### config.mk
export PLATFORM = sky130hd
export DESIGN_NAME = fir_filter_ring_buffer
export DESIGN_NICKNAME = d
export VERILOG_FILES = /design/src/sv/fir_rb_pkg.sv /design/src/sv/fir_filter_ring_buffer.sv /design/src/sv/fir_rb_cell.sv /design/src/sv/fir_rb_mac.sv
export SDC_FILE = /design/constraint.sdc
export NUM_CORES = 2
export LEC_CHECK = 0
export ABC_AREA = 1
export CORE_MARGIN = 2
export CORE_UTILIZATION = 60
export DETAILED_ROUTE_END_ITERATION = 7
export DONT_BUFFER_PORTS = 1
export GPL_TIMING_DRIVEN = 0
export PLACE_DENSITY = 0.8
export SYNTH_ARGS = -nofsm -noshare
export SYNTH_HDL_FRONTEND = slang
export SYNTH_SLANG_ARGS = --single-unit
### constraint.sdc
create_clock -name clk -period 8.6 [get_ports clk]
set_clock_uncertainty 0.1 [all_clocks]
set_input_delay 2.58 -clock clk [delete_from_list [all_inputs] [get_ports clk]]
set_output_delay 2.58 -clock clk [all_outputs]
set_load 0.1 [all_outputs]
### src/sv/fir_rb_pkg.sv
// shared types and constants for the ring buffer fir filter
// used by fir_rb_cell, fir_rb_mac and fir_filter_ring_buffer; no dependencies
package fir_rb_pkg;

	localparam int SAMPLE_W   = 16;
	localparam int FRAC_W     = 15;
	localparam int PROD_W     = 2 * SAMPLE_W;
	// sixteen full-scale products just fit
	localparam int ACC_W      = 36;
	localparam int CFG_IDX_W  = 3;
	localparam int CFG_DATA_W = 64;
	localparam int CNT_CFG_W  = 5;
	localparam int COEFF_PER_BANK = 4;

	// register indexes of the configuration port
	localparam logic [CFG_IDX_W-1:0] REG_TAPS      = 3'd0;
	localparam logic [CFG_IDX_W-1:0] REG_RING_LAST = 3'd1;
	localparam logic [CFG_IDX_W-1:0] REG_BANK_A    = 3'd2;
	localparam logic [CFG_IDX_W-1:0] REG_BANK_B    = 3'd3;
	localparam logic [CFG_IDX_W-1:0] REG_BANK_C    = 3'd4;
	localparam logic [CFG_IDX_W-1:0] REG_BANK_D    = 3'd5;

	typedef logic signed [SAMPLE_W-1:0] sample_t;
	typedef logic signed [PROD_W-1:0]   prod_t;
	typedef logic signed [ACC_W-1:0]    acc_t;

	// control that travels with one tap through the mac
	typedef struct packed {
		logic valid;
		logic en;
		logic last;
	} mac_ctl_t;

endpackage

### src/sv/fir_filter_ring_buffer.sv
// fir filter over a sample ring: one sample beat in, one filtered beat out
// a new sample is refused until the previous result has moved to the output register
// the ring walk reads one ring slot per cycle and always passes through every coefficient cell
// reset: ring reads as zero, write index 0, 16 taps, ring_last 15, coefficients 0
// depends on fir_rb_pkg, fir_rb_cell and fir_rb_mac
module fir_filter_ring_buffer #(
	parameter int RING_DEPTH = 32,
	parameter int MAX_TAPS   = 16
) (
	input  logic                                   clk,
	input  logic                                   arst_n,
	// sample channel
	input  logic                                   in_valid,
	output logic                                   in_stall,
	input  fir_rb_pkg::sample_t                    sample_in,
	// result channel
	output logic                                   out_valid,
	input  logic                                   out_stall,
	output fir_rb_pkg::sample_t                    filtered_out,
	// configuration write channel
	input  logic                                   cfg_valid,
	output logic                                   cfg_ready,
	input  logic [fir_rb_pkg::CFG_IDX_W-1:0]       cfg_index,
	input  logic [fir_rb_pkg::CFG_DATA_W-1:0]      cfg_data
);
	import fir_rb_pkg::*;

	localparam int AW       = (RING_DEPTH > 1) ? $clog2(RING_DEPTH) : 1;
	localparam int CW       = (MAX_TAPS > 1) ? $clog2(MAX_TAPS) : 1;
	localparam int LAST_MAX = RING_DEPTH - 1;

	// ---------------------------------------------------------------
	// configuration registers
	// ---------------------------------------------------------------
	logic [CNT_CFG_W-1:0] taps_q;
	logic [CNT_CFG_W-1:0] ring_last_q;
	logic                 cfg_wr;

	// the user must write only while idle; the block does not enforce it, and the port never pushes back
	assign cfg_ready = 1'b1;
	assign cfg_wr    = cfg_valid && cfg_ready;

	always_ff @(posedge clk or negedge arst_n) begin
		if (!arst_n) begin
			taps_q      <= 5'd16;
			ring_last_q <= 5'd15;
		end else if (cfg_wr) begin
			case (cfg_index)
				REG_TAPS:      taps_q      <= cfg_data[CNT_CFG_W-1:0];
				REG_RING_LAST: ring_last_q <= cfg_data[CNT_CFG_W-1:0];
				default: ;
			endcase
		end
	end

	// ring end clamped to the physical ring
	logic [AW-1:0] eff_last;
	always_comb begin
		if (9'(ring_last_q) > 9'(LAST_MAX)) begin
			eff_last = AW'(LAST_MAX);
		end else begin
			eff_last = AW'(ring_last_q);
		end
	end

	// ---------------------------------------------------------------
	// control: busy spans from the input beat to the hand-off of the result
	// ---------------------------------------------------------------
	logic          in_acc;
	logic          busy_q;
	logic          run_q;
	logic [CW-1:0] cnt_q;
	logic [AW-1:0] wr_idx_q;
	logic [AW-1:0] rd_ptr_q;
	logic          mac_res_valid;
	sample_t       mac_res;
	logic          res_take;

	assign in_stall = busy_q;
	assign in_acc   = in_valid && !in_stall;

	always_ff @(posedge clk or negedge arst_n) begin
		if (!arst_n) begin
			busy_q   <= 1'b0;
			run_q    <= 1'b0;
			cnt_q    <= '0;
			wr_idx_q <= '0;
			rd_ptr_q <= '0;
		end else begin
			if (in_acc) begin
				busy_q   <= 1'b1;
				run_q    <= 1'b1;
				cnt_q    <= '0;
				// the backward walk starts on the slot just written
				rd_ptr_q <= wr_idx_q;
				wr_idx_q <= (wr_idx_q >= eff_last) ? '0 : AW'(wr_idx_q + 1'b1);
			end else begin
				if (res_take) begin
					busy_q <= 1'b0;
				end
				if (run_q) begin
					// always walk all cells so the coefficient chain comes home
					if (cnt_q == CW'(MAX_TAPS - 1)) begin
						run_q <= 1'b0;
					end
					cnt_q    <= CW'(cnt_q + 1'b1);
					rd_ptr_q <= (rd_ptr_q == '0) ? eff_last : AW'(rd_ptr_q - 1'b1);
				end
			end
		end
	end

	// ---------------------------------------------------------------
	// sample ring: memory plus per-entry valid bits so reset reads zero
	// ---------------------------------------------------------------
	sample_t             ring_mem [RING_DEPTH];
	logic [RING_DEPTH-1:0] ring_vld_q;
	sample_t             rd_raw_s1;
	logic                rd_vld_s1;
	sample_t             sample_s1;
	mac_ctl_t            ctl_s1;

	always_ff @(posedge clk) begin
		if (in_acc) begin
			ring_mem[wr_idx_q] <= sample_in;
		end
		rd_raw_s1 <= ring_mem[rd_ptr_q];
	end

	always_ff @(posedge clk or negedge arst_n) begin
		if (!arst_n) begin
			ring_vld_q <= '0;
			rd_vld_s1  <= 1'b0;
			ctl_s1     <= '0;
		end else begin
			if (in_acc) begin
				ring_vld_q[wr_idx_q] <= 1'b1;
			end
			rd_vld_s1    <= ring_vld_q[rd_ptr_q];
			ctl_s1.valid <= run_q;
			ctl_s1.en    <= run_q && (6'(cnt_q) < 6'(taps_q));
			ctl_s1.last  <= run_q && (cnt_q == CW'(MAX_TAPS - 1));
		end
	end

	// slots never written since reset read as zero
	assign sample_s1 = rd_vld_s1 ? rd_raw_s1 : '0;

	// ---------------------------------------------------------------
	// coefficient chain: cell k holds coefficient k at rest, the chain
	// rotates toward cell 0 once per tap so cell 0 feeds the mac
	// ---------------------------------------------------------------
	sample_t cell_coeff [MAX_TAPS];

	genvar gi;
	generate
		for (gi = 0; gi < MAX_TAPS; gi++) begin : g_cell
			localparam int NB = (gi + 1) % MAX_TAPS;
			logic cell_load;

			assign cell_load = cfg_wr &&
				(cfg_index == CFG_IDX_W'(REG_BANK_A + CFG_IDX_W'(gi / COEFF_PER_BANK)));

			fir_rb_cell u_cell (
				.clk      (clk),
				.arst_n   (arst_n),
				.load     (cell_load),
				.load_val (cfg_data[SAMPLE_W*(gi % COEFF_PER_BANK) +: SAMPLE_W]),
				.shift    (ctl_s1.valid),
				.nb_coeff (cell_coeff[NB]),
				.coeff    (cell_coeff[gi])
			);
		end
	endgenerate

	// ---------------------------------------------------------------
	// multiply-accumulate, round and saturate
	// ---------------------------------------------------------------
	fir_rb_mac u_mac (
		.clk       (clk),
		.arst_n    (arst_n),
		.ctl_s1    (ctl_s1),
		.sample_s1 (sample_s1),
		.coeff_s1  (cell_coeff[0]),
		.res_take  (res_take),
		.res_valid (mac_res_valid),
		.res       (mac_res)
	);

	// ---------------------------------------------------------------
	// output register: a finished result moves here when the slot is free
	// ---------------------------------------------------------------
	logic    out_valid_q;
	sample_t filtered_q;

	assign res_take = mac_res_valid && (!out_valid_q || !out_stall);

	always_ff @(posedge clk or negedge arst_n) begin
		if (!arst_n) begin
			out_valid_q <= 1'b0;
		end else if (res_take) begin
			out_valid_q <= 1'b1;
		end else if (!out_stall) begin
			out_valid_q <= 1'b0;
		end
	end

	always_ff @(posedge clk) begin
		if (res_take) begin
			filtered_q <= mac_res;
		end
	end

	assign out_valid    = out_valid_q;
	assign filtered_out = filtered_q;

	// ---------------------------------------------------------------
	// assertions
	// ---------------------------------------------------------------
	// taps only reach the mac while an item is in flight
	a_tap_in_flight: assert property (@(posedge clk) disable iff (!arst_n)
		ctl_s1.valid |-> busy_q)
		else $error("tap reached mac while idle");

	// a finished sum is only held while busy
	a_res_busy: assert property (@(posedge clk) disable iff (!arst_n)
		mac_res_valid |-> busy_q)
		else $error("mac result without a busy item");

	// an accepted beat starts the ring walk at tap zero
	a_walk_start: assert property (@(posedge clk) disable iff (!arst_n)
		in_acc |=> (run_q && cnt_q == '0))
		else $error("ring walk did not start");

	// the output only turns valid from a finished sum
	a_out_source: assert property (@(posedge clk) disable iff (!arst_n)
		$rose(out_valid_q) |-> $past(mac_res_valid))
		else $error("output valid without a result");

endmodule

### src/sv/fir_rb_cell.sv
// one coefficient cell of the rotating coefficient chain
// depends on fir_rb_pkg
module fir_rb_cell (
	input  logic                clk,
	input  logic                arst_n,
	input  logic                load,
	input  fir_rb_pkg::sample_t load_val,
	input  logic                shift,
	input  fir_rb_pkg::sample_t nb_coeff,
	output fir_rb_pkg::sample_t coeff
);
	import fir_rb_pkg::*;

	sample_t coeff_q;

	// load from the config port, the user loading only when idle (not enforced here); rotate one place per tap when busy
	always_ff @(posedge clk or negedge arst_n) begin
		if (!arst_n) begin
			coeff_q <= '0;
		end else if (load) begin
			coeff_q <= load_val;
		end else if (shift) begin
			coeff_q <= nb_coeff;
		end
	end

	assign coeff = coeff_q;

endmodule

### src/sv/fir_rb_mac.sv
// multiply-accumulate with rounding, saturation and a result holding register
// depends on fir_rb_pkg
module fir_rb_mac (
	input  logic                  clk,
	input  logic                  arst_n,
	input  fir_rb_pkg::mac_ctl_t  ctl_s1,
	input  fir_rb_pkg::sample_t   sample_s1,
	input  fir_rb_pkg::sample_t   coeff_s1,
	input  logic                  res_take,
	output logic                  res_valid,
	output fir_rb_pkg::sample_t   res
);
	import fir_rb_pkg::*;

	localparam int Q_W = ACC_W - FRAC_W;

	prod_t    prod_s2;
	mac_ctl_t ctl_s2;
	acc_t     acc_q;
	acc_t     term;
	acc_t     acc_next;
	sample_t  res_q;
	logic     res_valid_q;

	// round half up, floor shift, saturate to the sample range
	function automatic sample_t round_sat(input acc_t a);
		acc_t biased;
		logic signed [Q_W-1:0] q;
		biased = a + (acc_t'(1) <<< (FRAC_W - 1));
		q = $signed(biased[ACC_W-1:FRAC_W]);
		if (q > Q_W'(32767)) begin
			round_sat = 16'sh7fff;
		end else if (q < -Q_W'(32768)) begin
			round_sat = 16'sh8000;
		end else begin
			round_sat = sample_t'(q);
		end
	endfunction

	// product stage
	always_ff @(posedge clk) begin
		prod_s2 <= sample_s1 * coeff_s1;
	end

	always_ff @(posedge clk or negedge arst_n) begin
		if (!arst_n) begin
			ctl_s2 <= '0;
		end else begin
			ctl_s2 <= ctl_s1;
		end
	end

	assign term     = ctl_s2.en ? acc_t'(prod_s2) : '0;
	assign acc_next = acc_q + term;

	// accumulate, close out the sum on the last tap
	always_ff @(posedge clk or negedge arst_n) begin
		if (!arst_n) begin
			acc_q       <= '0;
			res_valid_q <= 1'b0;
		end else begin
			if (ctl_s2.valid) begin
				acc_q <= ctl_s2.last ? '0 : acc_next;
			end
			if (ctl_s2.valid && ctl_s2.last) begin
				res_valid_q <= 1'b1;
			end else if (res_take) begin
				res_valid_q <= 1'b0;
			end
		end
	end

	always_ff @(posedge clk) begin
		if (ctl_s2.valid && ctl_s2.last) begin
			res_q <= round_sat(acc_next);
		end
	end

	assign res_valid = res_valid_q;
	assign res       = res_q;

endmodule
==> key figures <==
CTS
  – Num CTS Buffers: 96
  – Clock tree sinks: 951
  – CTS H-tree depth: 3
  – CTS max path bufs: 3
  – Hold Buf Count CTS: 0
  – Post-CTS Resized: 0
  – Post CTS Setup Buffer Count: 0
  – Clock root buffer: clkbuf_16
  – CTS tree: built
  – Clk Latency, worst-skew pair: 0.71 ns
  – Clock-pin slew on the worst setup and hold paths: 0.07 ns

Placement
  – Gpl congestion: 1.03
  – Final HPWL DP: 124,000 µm
  – Dpl cell area: 53,500 µm²
  – IO buf count: 0

Synth
  – Post-synth top flop: edfxtp_1
  – Synth unique cells: 51
  – Synth Area per Inst: 9.91 µm²
  – Ys async rst share: 37.7%
  – Post-synthesis sequential area ratio: 51.1%
  – Cells after Synth: 5,185
  – Post-synth EDFFs: 544
  – Ys Warns: 0
  – Post-Syn Area: 51,400 µm²
  – Syn nets: 5,668
  – Synth Register Bits: 951

Floorplan
  – Die Width: 297 µm
  – Core Area: 85,000 µm²
  – Initial core utilization: 60.5%
  – Die area: 88,000 µm²
  – # IOs: 107
  – Die Ht: 297 µm
  – Row count: 107

Run status
  – Failing checks: design-rule violations
  – Status: finished, violations left

Timing
  – Crit path time final: 7.79 ns
  – Fin. max-slew vios: 0
  – Post-route setup TNS: 0 ns
  – Final setup viols: 0
  – Slew margin rel.: 13.3%
  – Worst hold-check slack: 0.270 ns
  – Max frequency: 128 MHz
  – Slew @ Worst Pin: 1.30 ns
  – RSZ-0062 raised after global routing: false
  – Fin crit share: 90.5%
  – Hold Vio Cnt, Final: 0

Global route
  – Gr usage total: 38.2%
  – First-pass GRT wire length: 251,000 µm
  – Pin count of the biggest net entering global routing: 360
  – Antenna violations before repair: 6
  – Vias in the first global route: 40,700
  – GRT overflow: 0

Min path
  – Hold EP: u_mac.ctl_s2[0]$_DFF_PN0_
  – Worst hold path class: flip-flop to flip-flop
  – Hold_sp: ctl_s1[0]$_DFF_PN0_
  – Hold depth: 0

Worst setup path
  – Worst Reg-to-Reg Cells: 25
  – CP arrival: 8.26 ns
  – Max incr delay on CP: 0.57 ns
  – Worst r2r src: rd_vld_s1$_DFF_PN0_
  – Data required, critical path: 9.07 ns
  – CP startpoint kind: flip-flop
  – Worst setup EP type: flip-flop
  – Critical path's slowest cell: fa_1
  – WS Path Type: flip-flop to flip-flop
  – Crit path top cell by count: fa_1
  – RR Endpoint: u_mac.prod_s2[29]$_DFF_P_
  – Reg-to-reg slack, setup: 0.81 ns
  – CP Max Fanout: 10

Route
  – Routed Antenna Nets: 0
  – Initial drt markers: 6,506
  – Remaining DRCs: 1
  – Vias per cell: 6.42
  – 1st-pass router iterations: 8
  – Routed WL: 171,000 µm
  – Vias: 42,100
  – DR WL/cell: 26.1 µm

Cells and area
  – Design area: 56,800 µm²
  – Seq. cell area: 26,300 µm²
  – Util after Layout: 66.8%
  – Nets@finish: 5,801
  – FILL cells: 6,328
  – Layout cell share with drive strength beyond 1: 5.81%
  – Area growth from synthesis to layout: 10.5%
  – Multi-input logic area: 21,600 µm²

Flow run
  – Total of max-cap violations: 0
-- worst max-delay path: cells and delay by family (launching register included) --
family	cells	cell delay, ns
AND/OR/NAND/NOR	4	0.75
adder cells (fa/ha/maj)	7	3.40
buffers and inverters	7	1.24
XOR/XNOR	1	0.14
AO/OA/AOI/OAI	6	1.70
flip-flops	1	0.32
-- per-stage QoR --
stage / setup WS, ns / std cells
2_1_floorplan: 2.41 / 5185
3_3_place_gp: 1.25 / 6329
3_5_place_dp: 1.07 / 6364
4_1_cts: 1.04 / 6545
5_1_grt: 0.426 / 6545
6_report: 0.813 / 6547
-- worst max-delay path by stage --
stage                                endpoint  slack, ns           startpoint  cells after the start
finish              u_mac.prod_s2[29]$_DFF_P_       0.81  rd_vld_s1$_DFF_PN0_                     25
global placement    u_mac.prod_s2[29]$_DFF_P_       1.25  rd_vld_s1$_DFF_PN0_                     25
detailed placement  u_mac.prod_s2[29]$_DFF_P_       1.07  rd_vld_s1$_DFF_PN0_                     25
global route        u_mac.prod_s2[29]$_DFF_P_       0.43  rd_vld_s1$_DFF_PN0_                     25
floorplan           u_mac.prod_s2[29]$_DFF_P_       2.41  rd_vld_s1$_DFF_PN0_                     25
CTS                 u_mac.prod_s2[29]$_DFF_P_       1.04  rd_vld_s1$_DFF_PN0_                     25
-- synthesized netlist by cell type (16+ instances only) --
library cell    n  share of area, %
nand2_1       669               4.9
inv_1         645               4.7
nand3_1       572               5.6
nor2_1        562               4.1
edfxtp_1      544                32
o21ai_0       357               3.5
dfrtp_1       354                17
clkbuf_1      264               1.9
fa_1          263                10
o211ai_1      234               3.4
ha_1          132               3.2
o221ai_1      119               2.0
a21oi_1        79              0.77
dfxtp_1        48               1.9
xor2_1         37              0.63
a31oi_1        34              0.41
o22ai_1        31              0.38
xnor2_1        27              0.46
or2_2          25              0.30
nand2_2        24              0.29
buf_1          23              0.17
nor2_2         19              0.23
nand4_1        18              0.22
a32oi_1        16              0.27
-- final cells by class --
| class | count | area share (%) |
|---|---|---|
| Buffer | 290 | 1.95 |
| Tap cell | 1144 | 2.52 |
| Clock buffer | 134 | 4.81 |
| Sequential cell | 951 | 46.3 |
| Antenna cell | 2 | 0.00881 |
| Multi-Input combinational cell | 3282 | 38.1 |
| Timing Repair Buffer | 35 | 1.03 |
| Inverter | 662 | 4.37 |
| Clock inverter | 47 | 0.976 |
-- registers in the layout, summed over array words and instances (netlist names) --
register,cells
ring_vld_q,32
wr_idx_q,5
u_mac.res,16
ring_mem,512
out_valid,1
u_mac.acc_q,36
taps_q,5
in_stall,1
u_mac.ctl_s2,3
filtered_out,16
rd_ptr_q,5
run_q,1
u_mac.res_valid,1
rd_vld_s1,1
g_cell.u_cell.coeff,256
eff_last,5
ctl_s1,3
rd_raw_s1,16
u_mac.prod_s2,32
cnt_q,4
-- cells by family (layout without fill, tap and decap cells) --
| group | Yosys count | after routing | share of synthesized area (%) |
|---|---|---|---|
| xor gates and xnor gates | 64 | 64 | 1.09 |
| buffers and inverters | 952 | 1168 | 6.99 |
| and+or+nand+nor | 1924 | 1924 | 16.1 |
| DFF | 951 | 951 | 51.1 |
| adders and majority gates | 395 | 395 | 13.5 |
| AOI/OAI and AO/OA | 898 | 898 | 11.2 |
| other | 1 | 3 | 0.00729 |
-- cell usage in the layout, fill, tap and decap left out, types with 37 or more instances in the layout --
master     Yosys  routed
inv_1        645     645
fa_1         263     263
dfxtp_1       48      48
o21ai_0      357     357
xor2_1        37      37
nand2_1      669     669
o211ai_1     234     234
edfxtp_1     544     544
nand3_1      572     572
a21oi_1       79      78
dfrtp_1      354     354
clkbuf_1     264     288
nor2_2        19      49
clkbuf_16      0     100
ha_1         132     132
nor2_1       562     532
o221ai_1     119     119
-- per-layer routing --
metal  share of wire (%)  wire length, µm  GRT usage [%]  vias up
met2                  43            73700           56.2     3324
li1                    -                -              -    17900
met4                 6.4            10900           20.8        4
met5               0.020               34              0        -
met1                  36            60900           50.6    20100
met3                  15            25200           12.4      758
Power is left out: the tool's default activity adds up to more than one toggle a clock period on the data nets, which glitch-free logic cannot reach.
